$ cat src/sv/fdt_pkg.sv
// Shared types and constants for the flow drop table with expiry.
`timescale 1ns / 1ps

package fdt_pkg;

    localparam int TABLE_ENTRIES_DEF = 64;

    localparam int TTL_W  = 31;
    localparam int TIME_W = 32;
    localparam int PID_W  = 32;
    localparam int IP_W   = 32;
    localparam int PORT_W = 16;
    localparam int PROTO_W = 8;
    localparam int PP_W   = PORT_W + PROTO_W;

    localparam logic [TTL_W-1:0] TTL_RESET = TTL_W'(30000);

    // Operation codes of an input beat.
    localparam logic [1:0] OP_TICK  = 2'd0;
    localparam logic [1:0] OP_ADD   = 2'd1;
    localparam logic [1:0] OP_QUERY = 2'd2;

    // Result status codes.
    localparam logic [1:0] ST_NONE      = 2'd0;
    localparam logic [1:0] ST_REFRESHED = 2'd1;
    localparam logic [1:0] ST_INSERTED  = 2'd2;
    localparam logic [1:0] ST_FULL      = 2'd3;

    // One slot of the table as held in memory.
    typedef struct packed {
        logic              valid;
        logic [PID_W-1:0]  pid;
        logic [IP_W-1:0]   ip;
        logic [PP_W-1:0]   pp;
        logic [TIME_W-1:0] expiry;
    } entry_t;

    // Commands from the controller to the datapath.
    typedef struct packed {
        logic load;
        logic rd_en;
        logic clr_wr;
        logic finish;
    } cmd_t;

endpackage

$ cat src/sv/fdt_ctrl.sv
// Sequencing state machine for the flow drop table: clearing pass, scan and finish.
`timescale 1ns / 1ps

module fdt_ctrl #(
    parameter int TABLE_ENTRIES = fdt_pkg::TABLE_ENTRIES_DEF
) (
    input  logic                             aclk,
    input  logic                             aresetn,
    input  logic                             s_valid,
    input  logic [1:0]                       s_opcode,
    input  logic                             out_free,
    output logic                             s_ready,
    output fdt_pkg::cmd_t                    cmd,
    output logic [$clog2(TABLE_ENTRIES)-1:0] idx
);
    import fdt_pkg::*;

    localparam int IDX_W = $clog2(TABLE_ENTRIES);
    localparam int CNT_W = $clog2(TABLE_ENTRIES + 1);
    localparam logic [CNT_W-1:0] CNT_LAST = CNT_W'(TABLE_ENTRIES - 1);
    localparam logic [CNT_W-1:0] CNT_END  = CNT_W'(TABLE_ENTRIES);

    localparam logic [1:0] S_CLEAR  = 2'd0;
    localparam logic [1:0] S_IDLE   = 2'd1;
    localparam logic [1:0] S_SCAN   = 2'd2;
    localparam logic [1:0] S_FINISH = 2'd3;

    logic [1:0]       state_reg, state_next;
    logic [CNT_W-1:0] cnt_reg, cnt_next;

    assign idx     = cnt_reg[IDX_W-1:0];
    assign s_ready = (state_reg == S_IDLE);

    always_comb begin
        state_next = state_reg;
        cnt_next   = cnt_reg;
        cmd        = '0;
        case (state_reg)
            S_CLEAR: begin
                cmd.clr_wr = 1'b1;
                if (cnt_reg == CNT_LAST) begin
                    cnt_next   = '0;
                    state_next = S_IDLE;
                end else begin
                    cnt_next = cnt_reg + 1'b1;
                end
            end
            S_IDLE: begin
                if (s_valid) begin
                    cmd.load = 1'b1;
                    cnt_next = '0;
                    if (s_opcode == OP_ADD || s_opcode == OP_QUERY) begin
                        state_next = S_SCAN;
                    end else begin
                        state_next = S_FINISH;
                    end
                end
            end
            S_SCAN: begin
                // The last slot is judged in the cycle after its read.
                if (cnt_reg == CNT_END) begin
                    state_next = S_FINISH;
                end else begin
                    cmd.rd_en = 1'b1;
                    cnt_next  = cnt_reg + 1'b1;
                end
            end
            S_FINISH: begin
                if (out_free) begin
                    cmd.finish = 1'b1;
                    state_next = S_IDLE;
                end
            end
            default: begin
                state_next = S_IDLE;
            end
        endcase
    end

    always_ff @(posedge aclk) begin
        if (!aresetn) begin
            state_reg <= S_CLEAR;
            cnt_reg   <= '0;
        end else begin
            state_reg <= state_next;
            cnt_reg   <= cnt_next;
        end
    end

endmodule

$ cat config.mk
export PLATFORM = sky130hd
export DESIGN_NAME = fdt_ctrl
export DESIGN_NICKNAME = d
export VERILOG_FILES = /design/src/sv/fdt_pkg.sv /design/src/sv/fdt_ctrl.sv
export SDC_FILE = /design/constraint.sdc
export NUM_CORES = 1
export LEC_CHECK = 0
export BUFFER_PORTS_ARGS = -buffer_cell sky130_fd_sc_hd__buf_4
export CAP_MARGIN = 20
export CORE_AREA = 2 2 41 43
export CTS_BUF_LIST = sky130_fd_sc_hd__clkbuf_16
export DETAILED_ROUTE_END_ITERATION = 16
export DIE_AREA = 0 0 43 45
export PLACE_DENSITY = 0.8
export SETUP_SLACK_MARGIN = 0.4
export SLEW_MARGIN = 15
export SYNTH_ARGS = -nofsm -noshare
export SYNTH_HDL_FRONTEND = slang
export SYNTH_SLANG_ARGS = --single-unit
$ cat constraint.sdc
create_clock -name aclk -period 2.3 [get_ports aclk]
set_input_delay 0.23 -clock aclk [delete_from_list [all_inputs] [get_ports aclk]]
set_output_delay 0.23 -clock aclk [all_outputs]
set_load 0.05 [all_outputs]
; Word-level counts from Yosys, hierarchy flattened
; Cells that the tools add are included.
[op_classes]
n_eq_ne = 12
n_addsub = 1
n_reduce_logical = 5
mux = 17
[ops]
columns = op, n
row1 = $mux W7, 3
row2 = $pmux W7 S3, 1
row3 = $ne A2 B2 Y1 const B, 5
row4 = $mux W1, 8
row5 = $mux W2, 4
row6 = $pmux W2 S4, 1
row7 = $add A7 B1 Y7 const B, 1
row8 = $eq A7 B6 Y1 const B, 1
row9 = $eq A7 B7 Y1 const B, 1
row10 = $eq A2 B2 Y1 const B, 3
row11 = $eq A2 B1 Y1 const B, 2
row12 = $reduce_and A4 Y1, 1
row13 = $reduce_and A3 Y1, 1
row14 = $reduce_bool A3 Y1, 1
row15 = $logic_not A2 Y1, 1
row16 = $logic_or A1 B1 Y1, 1
[totals]
regBits = 9
in_bits = 6
elab_cells = 37
output_inout_bits = 11

; Logic depth before layout (Yosys ltp)
[depth]
ltp_word = 5
depth_mapped = 6
depth_no_buf = 6

; Worst setup path after synthesis
; No wires, ideal clock.
[synth_timing]
kind = reg2reg
start = reg cnt_reg[5]
end = reg state_reg[0]
n_path_buf = 0
arrival_time_ps = 1967
synth_period_minus_slack_ps = 2085
path_slack_ps = 215
required_time_ps = 2182
setup_time_ps = 118
stages_incl_launch_ff = 5
cell_sequence = dfxtp_1 or4b_4 o21a_1 or4_4 mux2i_1
[synth_between]
elab_chain_cells = 3
word_cells_on_any_way = 5
classes_between = 4 x eq/ne / 1 x reduce/logical
[synth_lines]
columns = element, line_no
row1 = start: declaration, fdt_ctrl.sv:29  ; logic [CNT_W-1:0] cnt_reg, cnt_next;
row2 = start signal: assignment, fdt_ctrl.sv:86  ; cnt_reg <= cnt_next;
row3 = $eq A7 B7 Y1 / $eq A7 B6 Y1 (equally long branches), "fdt_ctrl.sv:61, fdt_ctrl.sv:41"
row4 = $ne A2 B2 Y1 (no line), -
row5 = $reduce_and A4 Y1 (no line) (*), -
row6 = end signal: assignment, fdt_ctrl.sv:85  ; state_reg <= state_next;
row7 = end: declaration, fdt_ctrl.sv:28  ; logic [1:0] state_reg, state_next;
; Every way passes the cells marked *; elsewhere a longest branch is shown, timed or not.
; A chain may end at the register's enable or synchronous reset.

; Final worst setup path
[layout_timing]
start = reg cnt_reg[1]
end = reg state_reg[1]
; The elaborated chain is that of the path after synthesis.

==> results by group <==
Hold path
  – HP Class: input port to flop

Pwr
  – Static Leak: approximately 0.39 nW
  – Power density cells: roughly 900 nW/µm²
  – Maximum VDD drop: roughly 400 µV

Synthesis
  – Number of standard cells after synthesis: around 80
  – Synth Net Count: 94
  – Average cell area after synthesis: around 8.4 µm²
  – Library cells used by synthesis: 31
  – Share of the synthesized area in the top cell type: a little over a quarter
  – Synthesis warning total: 0
  – Number of synthesized flops with an enable pin: 0
  – Post-synth top flop: sky130_fd_sc_hd__dfxtp_1
  – Async set or reset register ratio after synthesis: 0%
  – Post-Syn Area: 683.2 µm²
  – Sequential area share after synthesis: between 20% and 30%
  – Cells taking the most area after synthesis: sky130_fd_sc_hd__dfxtp_1 26%, sky130_fd_sc_hd__ha_1 13%, sky130_fd_sc_hd__buf_4 6.6%, sky130_fd_sc_hd__xnor2_1 5.1%, sky130_fd_sc_hd__mux2i_1 4.4%
  – Register bit total from synthesis: 9
  – Biggest area consumer among synthesized cells: sky130_fd_sc_hd__dfxtp_1

Worst setup path
  – Crit path capture type: flop
  – Critical path arrival: 1.95 ns
  – Worst path max stage delay: approximately 0.55 ns
  – Startpoint kind of the worst setup timing path: flop
  – CP max-delay cell: sky130_fd_sc_hd__or4_4
  – Ordered cell list for the critical path: ha_2, nand3_1, o31a_1, or4_4, mux2i_1
  – WP data required: ~2.4 ns
  – Delay-heaviest family, CP: simple AND/OR/NAND/NOR gates
  – Kind of critical path: flop to flop
  – Buffers plus inverters on the worst setup path: 0
  – Largest fanout on the critical path: 6

Timing
  – Max-slew violation count: 0
  – Final-layout worst hold slack: between 0.3 and 0.4 ns
  – Post-Route Skew: 0.0006653 ns
  – Slew margin rel.: between 70% and 80%
  – Total of endpoints with negative setup slack in the final report: 0
  – Hold violation total from the final report: 0
  – Setup TNS Final: 0 ns
  – Tightest Pin Transition: ~0.37 ns
  – Post-layout minimum cycle time: around 1.8 ns
  – Post-route clock period utilization: about four fifths
  – Unrepaired setup endpoints after global routing: no
  – Highest Clock Rate: 545.2 MHz

Clocking
  – H-Tree Depth: 1
  – CTS tree: done
  – Master cell of the clock root buffer: sky130_fd_sc_hd__clkbuf_16
  – Clock latency reported for the late side of the worst-skew pair: 0.23 ns
  – CTS clock-pin slew for the worst setup and hold paths: around 0.04 ns
  – Number of clock sinks seen by CTS: 9
  – Number of buffers created by CTS: 3
  – Number of buffers on the longest clock path: 2

Final layout
  – Flip-flop count of the largest register after layout: 7
  – Synthesis-to-layout area growth: 27.84%
  – Most common cell after layout, fill and taps aside: sky130_fd_sc_hd__buf_4
  – Number of fill cells: roughly 140
  – Total number of nets in the final design: between 100 and 150
  – Most used cells in the layout excluding fill and tap cells: 17 x sky130_fd_sc_hd__buf_4, 9 x sky130_fd_sc_hd__inv_1, 7 x sky130_fd_sc_hd__dfxtp_1, 6 x sky130_fd_sc_hd__nor2_1, 6 x sky130_fd_sc_hd__ha_1
  – Ratio of cells with drive above 1 in the final layout: about a third
  – Antenna Diode Count: 0

Global route
  – Number of global-route vias before repair: approximately 550
  – Maximum number of pins on one net before global-route repair: 10
  – Grt ovf: 0
  – GRT Util Overall: about 16%
  – Number of antenna violations at the first check in global routing: 0
  – Wire length of the first global-routing pass: 2.304 mm

Die
  – Std-Cell Rows: 14
  – Width of the chip: between 40 and 50 µm
  – Core Region: 1471 µm²
  – Effective utilization at floorplan: 46.43%
  – Total die area: 1935 µm²
  – Number of top-level pins: 17
  – DIE HEIGHT: between 40 and 50 µm

Route
  – Detailed-router iteration count before antenna repair: 3
  – DRC violation count after routing: 0
  – Via count: ~600
  – Per-cell routed wire length: 12.20 µm
  – Number of nets with antenna violations after detailed routing: 0
  – Initial detailed-routing violation count: 8
  – Total length of routed wires: 1.354 mm
  – Average vias per placed instance: 5.360

Place
  – Half-perimeter wire length after detailed placement: between 1 and 1.5 mm
  – Count of input and output buffers: 16
  – Weighted congestion at the end of routability-driven global placement: approximately 0.8

Job
  – Maximum capacitance violations: 0

Outcome
  – Run status: finished, final reports clean
-- logic make-up after synthesis --
| logic type | count (synthesis) | share of synthesized area (%) |
|---|---|---|
| xor gates and xnor gates | 5 | 6.410 |
| AOI/OAI and AO/OA | 12 | 13.55 |
| adders and majority gates | 7 | 12.82 |
| buffers and inverters | 15 | 11.54 |
| DFF | 9 | 26.37 |
| and+or+nand+nor | 30 | 24.91 |
| muxes | 3 | 4.396 |
-- metrics by stage --
step / std cells / setup slack, ns / util (%) / cell area [µm²] / total power, mW
after detailed placement: 107 / 0.4173 / 53.66 / 789.5 / 0.4666
after global placement: 107 / 0.4627 / 53.66 / 789.5 / 0.4613
final: 111 / 0.4658 / 59.35 / 873.3 / 0.7704
after global routing: 111 / 0.3996 / 59.35 / 873.3 / 0.8084
after CTS: 111 / 0.4012 / 59.01 / 868.3 / 0.7711
after floorplan: 81 / 0.4548 / - / 690.7 / 0.4168
-- per-layer routing --
metal	wire [µm]	global-route usage, %	up-vias
li1	-	-	301
met1	594	18.34	273
met2	637	26.67	16
met3	80	4.800	5
met4	42	12.73	0
met5	0	0	-
-- report_power, final --
part,switching (mW),leakage (nW),internal (mW),total [mW]
Sequential,0.0287,0.0736,0.179,0.208
Clock,0.0750,0.0423,0.227,0.302
Combinational,0.163,0.278,0.0975,0.260
-- Yosys cell counts (2+ instances only) --
master                     count
sky130_fd_sc_hd__mux2i_1       3
sky130_fd_sc_hd__nand2b_1      2
sky130_fd_sc_hd__dfxtp_1       9
sky130_fd_sc_hd__inv_1         8
sky130_fd_sc_hd__nand3_1       2
sky130_fd_sc_hd__nand3b_1      2
sky130_fd_sc_hd__xnor2_1       4
sky130_fd_sc_hd__ha_1          7
sky130_fd_sc_hd__nor2_1        6
sky130_fd_sc_hd__nor3_1        3
sky130_fd_sc_hd__nor2b_1       3
sky130_fd_sc_hd__nand2_1       5
sky130_fd_sc_hd__buf_4         6
sky130_fd_sc_hd__and2_1        2
sky130_fd_sc_hd__o21ai_0       3
-- final cells by class --
class,count,area [µm²],share of cell area [%]
multi-input combinational,57,434.2,49.71
clock inverter,1,3.754,0.4298
clock buffer,3,75.07,8.596
sequential,9,182.7,20.92
timing repair buffer,17,127.6,14.61
tap,16,20.02,2.292
inverter,8,30.03,3.438
-- path summary, 6_finish.rpt --
check	start	end	slack, ns	depth (start not counted)
max	cnt_reg[1]$_SDFFE_PN0P_	state_reg[1]$_SDFFE_PN0P_	0.47	5
max reg2reg	cnt_reg[1]$_SDFFE_PN0P_	state_reg[1]$_SDFFE_PN0P_	0.47	5
min	aresetn	cnt_reg[6]$_SDFFE_PN0P_	0.31	2
min reg2reg	state_reg[0]$_SDFFE_PN0P_	state_reg[0]$_SDFFE_PN0P_	0.53	2
-- timing repair --
action / CTS / global route
endpoints found under the setup margin: 0 / 2
gates resized for setup: 0 / 3
setup buffers: 0 / 0
hold buffers: 0 / 0
(Power assumes the default switching activity.)
